[config.mk]
export PLATFORM = sky130hd
export DESIGN_NAME = glucose_alarm_with_hysteresis_flat
export DESIGN_NICKNAME = d
export VERILOG_FILES = /design/src/sv/gah_pkg.sv /design/src/sv/gah_in_if.sv /design/src/sv/gah_out_if.sv /design/src/sv/glucose_alarm_with_hysteresis.sv /design/src/flat_wrapper.sv
export SDC_FILE = /design/constraint.sdc
export NUM_CORES = 1
export LEC_CHECK = 0
export ABC_CLOCK_PERIOD_IN_PS = 4220
export BUFFER_PORTS_ARGS = -buffer_cell sky130_fd_sc_hd__clkbuf_2
export CAP_MARGIN = 10
export CORE_ASPECT_RATIO = 1.75
export CORE_MARGIN = 8
export CORE_UTILIZATION = 49
export CTS_CLUSTER_SIZE = 40
export DETAILED_ROUTE_END_ITERATION = 8
export GPL_TIMING_DRIVEN = 0
export PLACE_DENSITY = 0.74
export SLEW_MARGIN = 15
export SYNTH_ARGS = -nofsm -noshare
export SYNTH_HDL_FRONTEND = slang
export SYNTH_SLANG_ARGS = --single-unit
[constraint.sdc]
create_clock -name clk_i -period 4.22 [get_ports clk_i]
set_input_delay 0.211 -clock clk_i [delete_from_list [all_inputs] [get_ports clk_i]]
set_output_delay 0.211 -clock clk_i [all_outputs]
set_load 0.01 [all_outputs]
[src/sv/gah_pkg.sv]
// ----------------------------------------------------------------------------
// gah_pkg
// Types, widths and constants shared by the glucose alarm and its channels.
// ----------------------------------------------------------------------------
package gah_pkg;

  localparam int unsigned NowW     = 32;
  localparam int unsigned GlucoseW = 10;
  localparam int unsigned LevelW   = 10;
  localparam int unsigned SnoozeW  = 8;
  localparam int unsigned CfgIdxW  = 3;
  localparam int unsigned CfgDataW = 10;
  localparam int unsigned PatternW = 2;

  localparam logic [NowW-1:0]    GeneralCooldownSec = NowW'(60);
  localparam logic [NowW-1:0]    UrgentCooldownSec  = NowW'(120);
  localparam logic [LevelW:0]    ClearMargin        = (LevelW + 1)'(8);

  typedef enum logic {
    MODE_CHECK  = 1'b0,
    MODE_SNOOZE = 1'b1
  } mode_e;

  typedef enum logic [PatternW-1:0] {
    PAT_NONE   = 2'd0,
    PAT_LOW    = 2'd1,
    PAT_HIGH   = 2'd2,
    PAT_URGENT = 2'd3
  } pattern_e;

  typedef enum logic [CfgIdxW-1:0] {
    CFG_URGENT_LOW_LEVEL = 3'd0,
    CFG_LOW_LEVEL        = 3'd1,
    CFG_HIGH_LEVEL       = 3'd2,
    CFG_LOW_ENABLE       = 3'd3,
    CFG_HIGH_ENABLE      = 3'd4,
    CFG_SNOOZE_MINUTES   = 3'd5
  } cfg_idx_e;

  localparam logic [LevelW-1:0]  UrgentLowLevelRst = LevelW'(55);
  localparam logic [LevelW-1:0]  LowLevelRst       = LevelW'(70);
  localparam logic [LevelW-1:0]  HighLevelRst      = LevelW'(180);
  localparam logic [SnoozeW-1:0] SnoozeMinutesRst  = SnoozeW'(30);

endpackage

[src/sv/gah_in_if.sv]
// ----------------------------------------------------------------------------
// gah_in_if
// Input channel: one glucose check or snooze press per item.
// ----------------------------------------------------------------------------
interface gah_in_if;
  import gah_pkg::*;

  logic                valid;
  logic                ready;
  logic                mode;
  logic [NowW-1:0]     now_sec;
  logic [GlucoseW-1:0] glucose;
  logic                stale;

  modport source (output valid, output mode, output now_sec, output glucose,
                  output stale, input ready);
  modport sink   (input valid, input mode, input now_sec, input glucose,
                  input stale, output ready);
endinterface

[src/sv/gah_out_if.sv]
// ----------------------------------------------------------------------------
// gah_out_if
// Result channel: alert pattern and any-active flag per item.
// ----------------------------------------------------------------------------
interface gah_out_if;
  import gah_pkg::*;

  logic                valid;
  logic                ready;
  logic [PatternW-1:0] pattern;
  logic                any_active;

  modport source (output valid, output pattern, output any_active, input ready);
  modport sink   (input valid, input pattern, input any_active, output ready);
endinterface

[src/sv/glucose_alarm_with_hysteresis.sv]
// ----------------------------------------------------------------------------
// glucose_alarm_with_hysteresis
// Glucose threshold alarm with hysteresis, cooldowns and snooze.
// ----------------------------------------------------------------------------
// Usage:
//   in_if carries one item per handshake: a glucose check (mode 0) or a
//   snooze press (mode 1), each stamped with the current time in seconds.
//   out_if returns exactly one result per item, in order: the alert pattern
//   raised by that item and whether any alert flag is set afterwards.
//   cfg_we_i/cfg_idx_i/cfg_wdata_i write the six settings; write only while
//   no item is in flight.
//   Result valid follows the input handshake: the item waits in the input
//   register, then the alarm decision is evaluated against the state and
//   lands in the result register once that register can advance.
//   One item per cycle unless the receiver stalls; state updates in the
//   same cycle as the decision, so the next item sees it without a gap.
//   Reset clears all timers and flags and loads the default thresholds.
//   When the receiver stalls, the result register holds and the input
//   register fills; in_if.ready drops only when both are occupied.
// ----------------------------------------------------------------------------
module glucose_alarm_with_hysteresis (
  input  logic                    clk_i,
  input  logic                    rst_ni,
  gah_in_if.sink                  in_if,
  gah_out_if.source               out_if,
  input  logic                    cfg_we_i,
  input  logic [gah_pkg::CfgIdxW-1:0]  cfg_idx_i,
  input  logic [gah_pkg::CfgDataW-1:0] cfg_wdata_i
);
  import gah_pkg::*;

  // configuration
  logic [LevelW-1:0]  urgent_level_q, low_level_q, high_level_q;
  logic               low_en_q, high_en_q;
  logic [SnoozeW-1:0] snooze_min_q;

  // input register
  logic                s1_valid_q;
  logic                s1_mode_q;
  logic [NowW-1:0]     s1_now_q;
  logic [GlucoseW-1:0] s1_glucose_q;
  logic                s1_stale_q;

  // alarm state
  logic [NowW-1:0] snooze_end_q, snooze_end_d;
  logic [NowW-1:0] last_urg_q, last_urg_d;
  logic [NowW-1:0] last_any_q, last_any_d;
  logic            high_flag_q, high_flag_d;
  logic            low_flag_q, low_flag_d;
  logic            urg_flag_q, urg_flag_d;

  // result register
  logic                out_valid_q;
  logic [PatternW-1:0] out_pattern_q;
  logic                out_any_q;
  pattern_e            pattern_d;

  logic advance, s1_fire;
  logic snoozed, check_ok, urg_hit, urg_ok, any_ok;
  logic low_hit, low_clr, high_hit, high_clr;
  logic [SnoozeW+5:0] snooze_len;

  assign advance     = !out_valid_q || out_if.ready;
  assign s1_fire     = s1_valid_q && advance;
  assign in_if.ready = !s1_valid_q || advance;

  assign out_if.valid      = out_valid_q;
  assign out_if.pattern    = out_pattern_q;
  assign out_if.any_active = out_any_q;

  // minutes * 60 as (m << 6) - (m << 2)
  assign snooze_len = {snooze_min_q, 6'd0} - {4'd0, snooze_min_q, 2'd0};

  assign snoozed  = s1_now_q < snooze_end_q;
  assign check_ok = !snoozed && (s1_glucose_q != '0) && !s1_stale_q;
  assign urg_hit  = s1_glucose_q <= urgent_level_q;
  assign urg_ok   = (s1_now_q - last_urg_q) >= UrgentCooldownSec;
  assign any_ok   = (s1_now_q - last_any_q) >= GeneralCooldownSec;
  assign low_hit  = low_en_q && (s1_glucose_q <= low_level_q);
  assign low_clr  = {1'b0, s1_glucose_q} > ({1'b0, low_level_q} + ClearMargin);
  assign high_hit = high_en_q && (s1_glucose_q >= high_level_q);
  assign high_clr = ({1'b0, high_level_q} >= ClearMargin) &&
                    ({1'b0, s1_glucose_q} < ({1'b0, high_level_q} - ClearMargin));

  always_comb begin
    snooze_end_d = snooze_end_q;
    last_urg_d   = last_urg_q;
    last_any_d   = last_any_q;
    high_flag_d  = high_flag_q;
    low_flag_d   = low_flag_q;
    urg_flag_d   = urg_flag_q;
    pattern_d    = PAT_NONE;
    if (s1_mode_q == MODE_SNOOZE) begin
      snooze_end_d = s1_now_q + NowW'(snooze_len);
      high_flag_d  = 1'b0;
      low_flag_d   = 1'b0;
      urg_flag_d   = 1'b0;
    end else if (check_ok) begin
      if (urg_hit) begin
        if (urg_ok) begin
          urg_flag_d = 1'b1;
          last_urg_d = s1_now_q;
          last_any_d = s1_now_q;
          pattern_d  = PAT_URGENT;
        end
      end else begin
        urg_flag_d = 1'b0;
        if (any_ok) begin
          if (low_hit) begin
            if (!low_flag_q) begin
              low_flag_d = 1'b1;
              last_any_d = s1_now_q;
              pattern_d  = PAT_LOW;
            end
          end else begin
            if (low_clr) begin
              low_flag_d = 1'b0;
            end
            if (high_hit) begin
              if (!high_flag_q) begin
                high_flag_d = 1'b1;
                last_any_d  = s1_now_q;
                pattern_d   = PAT_HIGH;
              end
            end else if (high_clr) begin
              high_flag_d = 1'b0;
            end
          end
        end
      end
    end
  end

  always_ff @(posedge clk_i or negedge rst_ni) begin
    if (!rst_ni) begin
      urgent_level_q <= UrgentLowLevelRst;
      low_level_q    <= LowLevelRst;
      high_level_q   <= HighLevelRst;
      low_en_q       <= 1'b1;
      high_en_q      <= 1'b1;
      snooze_min_q   <= SnoozeMinutesRst;
    end else if (cfg_we_i) begin
      case (cfg_idx_e'(cfg_idx_i))
        CFG_URGENT_LOW_LEVEL: urgent_level_q <= cfg_wdata_i[LevelW-1:0];
        CFG_LOW_LEVEL:        low_level_q    <= cfg_wdata_i[LevelW-1:0];
        CFG_HIGH_LEVEL:       high_level_q   <= cfg_wdata_i[LevelW-1:0];
        CFG_LOW_ENABLE:       low_en_q       <= cfg_wdata_i[0];
        CFG_HIGH_ENABLE:      high_en_q      <= cfg_wdata_i[0];
        CFG_SNOOZE_MINUTES:   snooze_min_q   <= cfg_wdata_i[SnoozeW-1:0];
        default: ;
      endcase
    end
  end

  always_ff @(posedge clk_i or negedge rst_ni) begin
    if (!rst_ni) begin
      s1_valid_q <= 1'b0;
    end else if (in_if.ready) begin
      s1_valid_q <= in_if.valid;
    end
  end

  always_ff @(posedge clk_i) begin
    if (in_if.ready && in_if.valid) begin
      s1_mode_q    <= in_if.mode;
      s1_now_q     <= in_if.now_sec;
      s1_glucose_q <= in_if.glucose;
      s1_stale_q   <= in_if.stale;
    end
  end

  always_ff @(posedge clk_i or negedge rst_ni) begin
    if (!rst_ni) begin
      snooze_end_q <= '0;
      last_urg_q   <= '0;
      last_any_q   <= '0;
      high_flag_q  <= 1'b0;
      low_flag_q   <= 1'b0;
      urg_flag_q   <= 1'b0;
      out_valid_q  <= 1'b0;
    end else begin
      if (advance) begin
        out_valid_q <= s1_valid_q;
      end
      if (s1_fire) begin
        snooze_end_q <= snooze_end_d;
        last_urg_q   <= last_urg_d;
        last_any_q   <= last_any_d;
        high_flag_q  <= high_flag_d;
        low_flag_q   <= low_flag_d;
        urg_flag_q   <= urg_flag_d;
      end
    end
  end

  always_ff @(posedge clk_i) begin
    if (s1_fire) begin
      out_pattern_q <= pattern_d;
      out_any_q     <= high_flag_d || low_flag_d || urg_flag_d;
    end
  end

endmodule
[src/flat_wrapper.sv]
// flat-port wrapper written by rule: the top's interface ports become plain ports
module glucose_alarm_with_hysteresis_flat import gah_pkg::*;
  (clk_i, rst_ni, cfg_we_i, cfg_idx_i, cfg_wdata_i, in_if_valid, in_if_mode, in_if_now_sec, in_if_glucose, in_if_stale, in_if_ready, out_if_valid, out_if_pattern, out_if_any_active, out_if_ready);
  gah_in_if in_if_i ();
  gah_out_if out_if_i ();
  input  logic clk_i;
  input  logic rst_ni;
  input  logic cfg_we_i;
  input  logic [gah_pkg::CfgIdxW-1:0] cfg_idx_i;
  input  logic [gah_pkg::CfgDataW-1:0] cfg_wdata_i;
  input wire logic [$bits(in_if_i.valid)-1:0] in_if_valid;
  input wire logic [$bits(in_if_i.mode)-1:0] in_if_mode;
  input wire logic [$bits(in_if_i.now_sec)-1:0] in_if_now_sec;
  input wire logic [$bits(in_if_i.glucose)-1:0] in_if_glucose;
  input wire logic [$bits(in_if_i.stale)-1:0] in_if_stale;
  output wire logic [$bits(in_if_i.ready)-1:0] in_if_ready;
  output wire logic [$bits(out_if_i.valid)-1:0] out_if_valid;
  output wire logic [$bits(out_if_i.pattern)-1:0] out_if_pattern;
  output wire logic [$bits(out_if_i.any_active)-1:0] out_if_any_active;
  input wire logic [$bits(out_if_i.ready)-1:0] out_if_ready;
  assign in_if_i.valid = in_if_valid;
  assign in_if_i.mode = in_if_mode;
  assign in_if_i.now_sec = in_if_now_sec;
  assign in_if_i.glucose = in_if_glucose;
  assign in_if_i.stale = in_if_stale;
  assign in_if_ready = in_if_i.ready;
  assign out_if_valid = out_if_i.valid;
  assign out_if_pattern = out_if_i.pattern;
  assign out_if_any_active = out_if_i.any_active;
  assign out_if_i.ready = out_if_ready;
  glucose_alarm_with_hysteresis u_core (.clk_i(clk_i), .rst_ni(rst_ni), .in_if(in_if_i), .out_if(out_if_i), .cfg_we_i(cfg_we_i), .cfg_idx_i(cfg_idx_i), .cfg_wdata_i(cfg_wdata_i));
endmodule
---- After elaboration in Yosys (flattened, before gate mapping) ----
Index checks and enable logic that the tools add are counted.
W data, S select, Z words.
storage, ports and cells
  memories kept ........................... 0
  RAM bits ................................ 0
  memory bits (read-only) ................. 0
  bits in latches ......................... 0
  register bits after elaboration ......... 188
  output and inout bits ................... 5
cells by class
  shift-type cells ........................ 0
  multiplexer cells ....................... 31
  divide/modulo/power cells ............... 0
  equality and inequality tests ........... 8
  reductions and logical operators ........ 29
  magnitude comparators ................... 9
  bitwise gates (word level) .............. 2
  add/subtract/negate cells ............... 6
  multiply operators ...................... 0
operator list
  operator                 count
  $mux W32                 7
  $sub A32 B32 Y32         2
  $add A32 B14 Y32         1
  $ge A32 B6 Y1 const B    1
  $ge A32 B7 Y1 const B    1
  $lt A32 B32 Y1           1
  $le A10 B10 Y1           2
  $mux W1                  18
  $reduce_and A2 Y1        7
  $sub A14 B10 Y14         1
  $mux W2                  6
  $add A10 B4 Y11 const B  1
  $gt A10 B11 Y1           1
  $lt A10 B11 Y1           1
  $sub A10 B4 Y11 const B  1
  $ge A10 B10 Y1           1
  $ge A10 B4 Y1 const B    1
  $reduce_bool A10 Y1      1
  $reduce_and A8 Y1        1
  $logic_and A1 B1 Y1      7
  $eq A3 B2 Y1 const B     2
  $eq A3 B3 Y1 const B     2
  $ne A3 B3 Y1 const B     2
  $reduce_and A5 Y1        1
  other kinds (9)          16

---- Longest topological paths before layout ----
Gate-level depths: netlist of the first run.
  depth after elaboration ................. 12
  depth in mapped cells ................... 16
  depth with buffers taken out ............ 16

---- Worst setup path before layout of the first run ----
Ideal clock, no wire load.
  path kind ............................... register to register
  start ................................... reg u_core.s1_now_q[0]
  end ..................................... reg u_core.last_any_q[0]
  clock period less this slack ............ 3.937 ns
  setup slack ............................. 0.283 ns
  library setup time ...................... 0.125 ns
  arrival ................................. 3.812 ns
  buffers on the path ..................... 1
  stages on the path, launching flop included .. 17
  path through ............................ edfxtp_1 > inv_1 > ha_1 > inv_1 > fa_1 > a21oi_1 > o211ai_2 > nand2_2 > a311o_1 > o22ai_1 > or3_1 > or4_1 > nor4_2 > and3b_1 > o21ai_4 > buf_12 > mux2_4
between the ends
  longest elaborated chain between the ends .. 5
  elaborated cells between the ends (all ways) .. 18
  classes of those cells .................. add/sub (2); order compare (3); eq/ne (1); mux (7); reduce/logical (5)
RTL lines
  element                                                   line                                  text
  start: declaration                                        glucose_alarm_with_hysteresis.sv:40   logic [NowW-1:0] s1_now_q;
  start signal: assignment                                  glucose_alarm_with_hysteresis.sv:166  s1_now_q <= in_if.now_sec;
  branches (longest 5 deep; another with $sub A32 B32 Y32)  -
  end signal: assignment                                    glucose_alarm_with_hysteresis.sv:188  last_any_q <= last_any_d;
  end: declaration                                          glucose_alarm_with_hysteresis.sv:47   logic [NowW-1:0] last_any_q, last_any_d;
Parallel ways; which one is timed is not known. The select of a mux whose other input is x is not followed.
A chain may end at the register's enable or synchronous reset.

---- Final worst setup path of the first run ----
  start ................................... reg u_core.s1_now_q[0]
  end ..................................... reg u_core.last_any_q[2]
between the ends
  longest elaborated chain between the ends .. 5
  elaborated cells between the ends (all ways) .. 11
  classes of those cells .................. add/sub (2); order compare (3); eq/ne (1); reduce/logical (5)
RTL lines
  element
  branches (longest 4 deep; another with $sub A32 B32 Y32)
  $reduce_and A8 Y1 (no source line) (*)
Every way passes the cells marked *.

==> results of run 1 <==
-- power by group --
group	total (mW)	switching (mW)	internal, mW	leakage, nW
clock network	1.60	0.758	0.846	0.272
registers	2.75	0.318	2.43	2.11
logic	6.74	3.92	2.82	5.31
total	11.1	5.00	6.09	7.69
-- critical path, stage by stage, from the launching register on --
cell	delay (ns)
edfxtp_1	0.45
inv_2	0.16
ha_4	0.16
fa_2	0.20
nor2b_2	0.05
o31a_1	0.28
o32a_1	0.35
a221o_2	0.42
buf_12	0.16
a21oi_2	0.21
o31ai_1	0.14
or3_1	0.37
a211oi_2	0.36
a21oi_4	0.14
o21ai_4	0.19
buf_12	0.16
clkbuf_16	0.17
mux2_4	0.30
-- cells by family (layout without fill, tap and decap cells) --
| logic type | after synthesis | in the layout | synth area share, % |
|---|---|---|---|
| AND/OR/NAND/NOR | 420 | 420 | 14.8 |
| flip-flops | 188 | 188 | 34.5 |
| multiplexers | 58 | 58 | 5.16 |
| buffers and inverters | 222 | 425 | 6.29 |
| AO/OA/AOI/OAI | 467 | 467 | 20.9 |
| adder cells (fa/ha/maj) | 159 | 159 | 14.0 |
| XOR/XNOR | 72 | 72 | 4.39 |
-- per-layer routing --
layer	routed length, um	track usage [%]
met1	15300	23.5
met2	24000	48.1
met3	1180	3.18
met4	2850	16.0
met5	0	0
-- synth_stat cells (9+ instances only) --
library cell,instances
a2111oi_0,11
a211oi_1,11
a21o_1,38
a21oi_1,100
a31oi_1,15
and3_1,12
clkbuf_1,38
dfrtp_1,123
dfstp_2,18
edfxtp_1,47
ha_1,156
inv_1,166
mux2_2,20
mux2_4,27
mux2i_1,10
nand2_1,132
nand2b_1,15
nand3_1,64
nand4_1,29
nor2_1,55
nor2b_1,14
nor3_1,30
nor3b_1,9
nor4_1,10
o2111ai_1,10
o211ai_1,16
o21a_1,19
o21ai_0,152
o21bai_1,12
or3_1,13
xnor2_1,47
xor2_1,25
-- sequential cells by signal, indices dropped and copies added (netlist names) --
name / count
u_core.high_en_q: 1
u_core.high_flag_q: 1
u_core.high_level_q: 10
u_core.last_any_q: 32
u_core.last_urg_q: 32
u_core.low_en_q: 1
u_core.low_flag_q: 1
u_core.low_level_q: 10
u_core.out_if.any_active: 1
u_core.out_if.pattern: 2
u_core.out_if.valid: 1
u_core.s1_glucose_q: 10
u_core.s1_mode_q: 1
u_core.s1_now_q: 32
u_core.s1_stale_q: 1
u_core.s1_valid_q: 1
u_core.snooze_end_q: 32
u_core.snooze_min_q: 8
u_core.urg_flag_q: 1
u_core.urgent_level_q: 10
-- area by class of cell --
class,instances,area (um2),share of cell area [%]
multi-input cells,1176,8890,51.6
flip-flops and latches,188,4960,28.8
repair buffers,182,1430,8.30
inverters,166,623,3.62
well taps,382,478,2.77
clock buffers,20,447,2.59
plain buffers,45,273,1.58
clock inverters,12,128,0.740
-- how the worst min path moves through the flow --
stage	to	from
3_5_place_dp	u_core.urgent_level_q[3]	rst_ni
5_1_grt	u_core.high_level_q[8]	cfg_wdata_i[8]
2_1_floorplan	u_core.high_flag_q	rst_ni
6_report	u_core.urgent_level_q[9]	cfg_wdata_i[9]
3_3_place_gp	u_core.s1_now_q[31]	in_if_now_sec[31]
4_1_cts	u_core.urgent_level_q[9]	cfg_wdata_i[9]
-- through the flow --
| step | hold WS [ns] | instance area (um2) | TNS, ns |
|---|---|---|---|
| 6_report | 0.0159 | 17200 | -4.54 |
| 5_1_grt | 0.0379 | 17200 | -8.73 |
| 4_1_cts | 0.00261 | 16900 | -1.42 |
| 3_5_place_dp | 0.238 | 15200 | -44.14 |
| 3_3_place_gp | 0.388 | 15200 | -44.93 |
| 2_1_floorplan | -0.0846 | 14400 | 0 |
-- timing repair --
action,4_1_cts,5_1_grt
pin swaps,16,8
gates cloned,0,1
hold buffers,46,0
gates resized for setup,58,93
setup buffers,50,18
hold endpoints to repair,91,0
endpoints found under the setup margin,69,78
==> results.toml, run 1 <==
[yosys]
syn_nets = 1807
yosysSeqAreaShare_pct = 34.5
synth-edff-count = 47
synth_top_area_cell = "dfrtp_1"
yosys_most_used_dff = "dfrtp_1"
synth_top_cells_by_area = "dfrtp_1 (21%), ha_1 (14%), edfxtp_1 (9.8%), o21ai_0 (5.3%), inv_1 (4.3%)"
syn-cell-area_mm2 = 0.0144
synthCells = 1586
synth-async-reset-ratio_pct = 75.0
avgSynthCellArea_um2 = 9.06
yosysTopAreaCellShare_pct = 21.4
ys_seq_elements = 188
ys_types = 89
yosysWarnings = 0

[outcome]
outcome = "finished with violations"
violations = "setup timing"

[place]
dp.cells = 2035
io_buffers = 65
pre_cts_slack_ns = -0.951
gp_congestion = 0.950
dp_hpwl_mm = 32.6

[sta]
rsz0062_at_grt = "yes"
setup_slack_ns = -0.171
finalHoldViolations = 0
max_slew_margin_pct = 27.1
min_period_ns = 4.39
drv_slew = 0
fmax_mhz = 228
period_share_pct = 104
worst_pin_slew_ns = 1.09
clock_skew_ns = 0.0111
finalSetupViolCount = 34

[routing]
totalWireLength_mm = 43.4
post-route-drc-count = 0
ant_nets = 0
wl_per_cell_um = 20.0
first_pass_iters = 5
vias_per_cell = 5.88
dr.first_iter.drc_count = 607
vias = 12800

[layout]
fin_cells = 2171
fin_util_pct = 59.3
final_common_cell = "inv_1"
layout.nets = 1997
final_cell_mix = "inv_1 (163), ha_1 (143), nand2_1 (132), dfrtp_1 (123), o21ai_0 (122)"
fill_cells = 2529
area_growth_pct = 19.9
antenna_cells = 0
drive_gt1_share_pct = 19.1

[global_route]
grt_pass1_wl_mm = 69.0
grt_max_degree = 85
antenna_found_initial = 0
track_usage_pct = 24.6
grt_overflow_total = 0
grt_pass1_vias = 13400

[floorplanning]
ioPinCount = 67
floorplan.rows = 83
dieArea_mm2 = 0.0353
core_area_mm2 = 0.0291
die_h_um = 243
start_util_pct = 49.4
die_w_um = 145

[setup_path]
worst_setup_path_end_kind = "flip-flop"
cp.arrival_ns = 4.74
rr_endpoint = "u_core.last_any_q[2]"
crit_required_ns = 4.57
worst_setup_path_startpoint = "u_core.s1_now_q[0]"
rr_startpoint = "u_core.s1_now_q[0]"
crit_end = "u_core.last_any_q[2]"
start_kind = "flip-flop"
critPathMaxFanout = 6
r2r_setup_slack_ns = -0.17
reg2reg_depth = 17
worstSetupPathType = "reg -> reg"

[clocking]
cts_max_path_buffers = 2
cts_buffers = 17
cts.clk_slew.worst_paths_ns = 0.07
worstSkewPairLatency_ns = 0.47
cts_sinks = 188
cts_root_buf = "clkbuf_16"
cts_tree = "built"
cts_max_level = 4

[hold_path]
hp-class = "in -> reg"
holdPathStages = 3

[job]
drv_cap = 0

[power]
p_leak_nw = 7.69
vdd_drop_max_uv = 416
finalPower_mw = 11.1
power_density_mw_per_mm2 = 644
Note: power is estimated with default switching activity, not from simulation.
==> run 2: changes to the inputs <==
--- a/config.mk
+++ b/config.mk
@@ -5,6 +5,7 @@
 export SDC_FILE = /design/constraint.sdc
 export NUM_CORES = 1
 export LEC_CHECK = 0
+export ABC_AREA = 1
 export ABC_CLOCK_PERIOD_IN_PS = 4220
 export BUFFER_PORTS_ARGS = -buffer_cell sky130_fd_sc_hd__clkbuf_2
 export CAP_MARGIN = 10
==> run 2 against run 1 <==
  * The flow now finishes without violations
  * Largest cell class unchanged
  * Largest power group unchanged
  * Design area up 4.3%
  * Critical path type unchanged
  * Critical endpoint is now u_core.snooze_end_q[30]
  * Synthesized area up 11%
  * Global-route usage up 2.1 points
  * Total power up 0.84%
==> results.toml, run 2 <==
[setup_path]
cpPeakStageDelay_ns = 0.56
cp.arrival_ns = 4.28
cp_cell_sequence = "inv_1 > ha_1 > inv_1 > nor2_1 > a21oi_1 > o21bai_1 > a21oi_2 > o21ai_2 > xor2_1 > ha_1 > nand2_1 > o21ai_0 > nor2_1 > o21ai_2 > nand3_1 > xor2_1 > nand2_1 > o21ai_0"
start_kind = "flip-flop"
crit_required_ns = 4.53
critPathMaxFanout = 5
worstSetupPathType = "reg -> reg"
cp_top_family = "compound AO/OA/AOI/OAI gates"
critPathSlowestCell = "dfstp_2"
crit_buf_inv = 2
worst_setup_path_end_kind = "flip-flop"

[global_route]
grt_pass1_vias = 16200
antenna_found_initial = 0
grt_max_degree = 85
grt_overflow_total = 0
grt_pass1_wl_mm = 81.4
track_usage_pct = 26.8

[layout]
multi_input_area_mm2 = 0.00913
antenna_cells = 0
fill_cells = 3144
area_growth_pct = 12.3
ff_latch_area_mm2 = 0.00496
drive_gt1_share_pct = 7.35
layout.nets = 2766
final_common_cell = "nand2_1"
final_cell_mix = "nand2_1 (791), inv_1 (467), nor2_1 (167), ha_1 (156), nand3_1 (154)"

[job]
drv_cap = 0

[floorplanning]
die_w_um = 153
start_util_pct = 49.7
ioPinCount = 67
dieArea_mm2 = 0.0390
die_h_um = 255
core_area_mm2 = 0.0322
floorplan.rows = 87

[outcome]
outcome = "completed"

[yosys]
yosysSeqAreaShare_pct = 31.0
synth_top_area_cell = "dfrtp_1"
synth_top_family_by_area = "simple AND/OR/NAND/NOR gates"
ys_seq_elements = 188
synthTopCellsByCount = "nand2_1 (791), inv_1 (468), nor2_1 (167)"
avgSynthCellArea_um2 = 6.64
synth-xor-area-share_pct = 2.13
yosysWarnings = 0
syn-cell-area_mm2 = 0.0160
synth_compound_area_share_pct = 9.24
synth_fa_ha_area_share_pct = 12.6
synth-edff-count = 47
synth_mux_area_share_pct = 0
yosys_most_used_dff = "dfrtp_1"
synthCells = 2411
syn_nets = 2632
yosysTopAreaCellShare_pct = 19.2
synthSimpleGateAreaFrac_pct = 32.9
ys_types = 51
synth-async-reset-ratio_pct = 75.0
synth_top_cells_by_area = "dfrtp_1 (19%), nand2_1 (19%), ha_1 (12%), inv_1 (11%), edfxtp_1 (8.8%)"
yosys.cell_count.top_type = "nand2_1"

[routing]
post-route-drc-count = 0
first_pass_iters = 5
totalWireLength_mm = 51.4
wl_per_cell_um = 17.4
vias = 15900
ant_nets = 0
vias_per_cell = 5.38
dr.first_iter.drc_count = 837

[clocking]
cts_max_path_buffers = 2
cts_buffers = 17
cts_max_level = 4
cts.clk_slew.worst_paths_ns = 0.07
cts_root_buf = "clkbuf_16"
cts_tree = "built"
cts_sinks = 188
worstSkewPairLatency_ns = 0.46

[power]
power_density_mw_per_mm2 = 622
vdd_drop_max_uv = 343
p_leak_nw = 9.87
finalPower_mw = 11.2

[sta]
worst_pin_slew_ns = 0.898
finalSetupViolCount = 0
drv_slew = 0
finalHoldViolations = 0
rsz0062_at_grt = "no"
max_slew_margin_pct = 40.2
period_share_pct = 93.9
fmax_mhz = 252
min_period_ns = 3.96
setup-tns-final_ns = 0
clock_skew_ns = 0.0131

[hold_path]
hp-class = "in -> reg"

[place]
gp_congestion = 1.01
dp_hpwl_mm = 41.9
io_buffers = 66
run 2: cell count changes after synthesis, sizes merged, moves of 15 or more:
cell / before / now
a21o: 38 / 3
nor2: 55 / 179
nand2: 134 / 810
o21a: 19 / 3
inv: 166 / 473
nand3: 64 / 159
o21ai: 155 / 134
clkbuf: 39 / 14
mux2: 48 / 0
nand2b: 15 / 0
xnor2: 47 / 7
run 2: area by class of cell:
cell class / count / share of cell area [%]
sequential: 188 / 27.6
inverter: 473 / 9.87
clock buffer: 17 / 2.37
timing repair buffer: 115 / 4.75
clock inverter: 15 / 0.877
multi-input combinational: 1722 / 50.8
tap: 400 / 2.78
buffer: 28 / 0.967
run 2: cells by family (layout without fill, tap and decap cells):
logic type | count (synthesis) | after routing
flip-flops | 188 | 188
AND/OR/NAND/NOR | 1247 | 1247
adder cells (fa/ha/maj) | 159 | 159
XOR/XNOR | 39 | 39
AO/OA/AOI/OAI | 277 | 277
buffers and inverters | 501 | 648
run 2: worst register-to-register path, cell delays in order (launching register included):
cell and delay (ns):
dfstp_2 0.56, inv_1 0.09, ha_1 0.33, inv_1 0.05, nor2_1 0.17, a21oi_1 0.11, o21bai_1 0.20, a21oi_2 0.11
o21ai_2 0.18, xor2_1 0.28, ha_1 0.29, nand2_1 0.12, o21ai_0 0.25, nor2_1 0.14, o21ai_2 0.37, nand3_1 0.22
xor2_1 0.19, nand2_1 0.06, o21ai_0 0.09
run 2: what timing repair did:
action,CTS,global route
hold endpoints to repair,111,0
pin swaps,1,1
gates resized for setup,1,8
buffers inserted,1,0
hold buffers,46,0
endpoints found under the setup margin,4,14
run 2: worst paths after layout:
| kind | start | endpoint | slack, ns | depth (start not counted) |
|---|---|---|---|---|
| setup / recovery | u_core.snooze_min_q[4] | u_core.snooze_end_q[30] | 0.26 | 18 |
| hold / removal | out_if_ready | u_core.out_if.valid | 0.02 | 4 |
| setup reg to reg | u_core.snooze_min_q[4] | u_core.snooze_end_q[30] | 0.26 | 18 |
| hold reg to reg | u_core.last_any_q[7] | u_core.last_any_q[7] | 0.48 | 2 |
| max in group asynchronous | rst_ni | u_core.last_urg_q[3] | 3.08 | 3 |
| min in group asynchronous | rst_ni | u_core.snooze_end_q[2] | 0.38 | 2 |
run 2: per-layer routing:
layer  track usage, %  vias to the layer above  share of wire [%]
met3             3.77                      235                4.2
met5                0                        -                  0
met1             23.6                     7265                 33
met4             22.3                        0                9.0
met2             52.9                      505                 54
li1                 -                     7903                  -
run 2: metrics by stage:
| step | area [um2] | utilization [%] | instances | hold WS [ns] | setup WS, ns |
|---|---|---|---|---|---|
| final | 18000 | 55.8 | 2958 | 0.0231 | 0.258 |
| after global routing | 18000 | 55.8 | 2958 | 0.0463 | 0.0271 |
| after CTS | 18000 | 55.7 | 2958 | 0.00298 | 0.000772 |
| after detailed placement | 16900 | 52.5 | 2879 | 0.315 | -0.261 |
| after global placement | 16800 | 52.3 | 2877 | 0.388 | -0.00133 |
| after floorplan | 16000 | - | 2411 | -0.0846 | 0.949 |
run 2: power by group:
group	leakage, nW	switching [mW]	total [mW]	internal (mW)
clock network	0.284	0.803	1.64	0.838
logic	7.39	4.41	6.71	2.30
registers	2.20	0.398	2.83	2.43
total	9.87	5.62	11.2	5.57
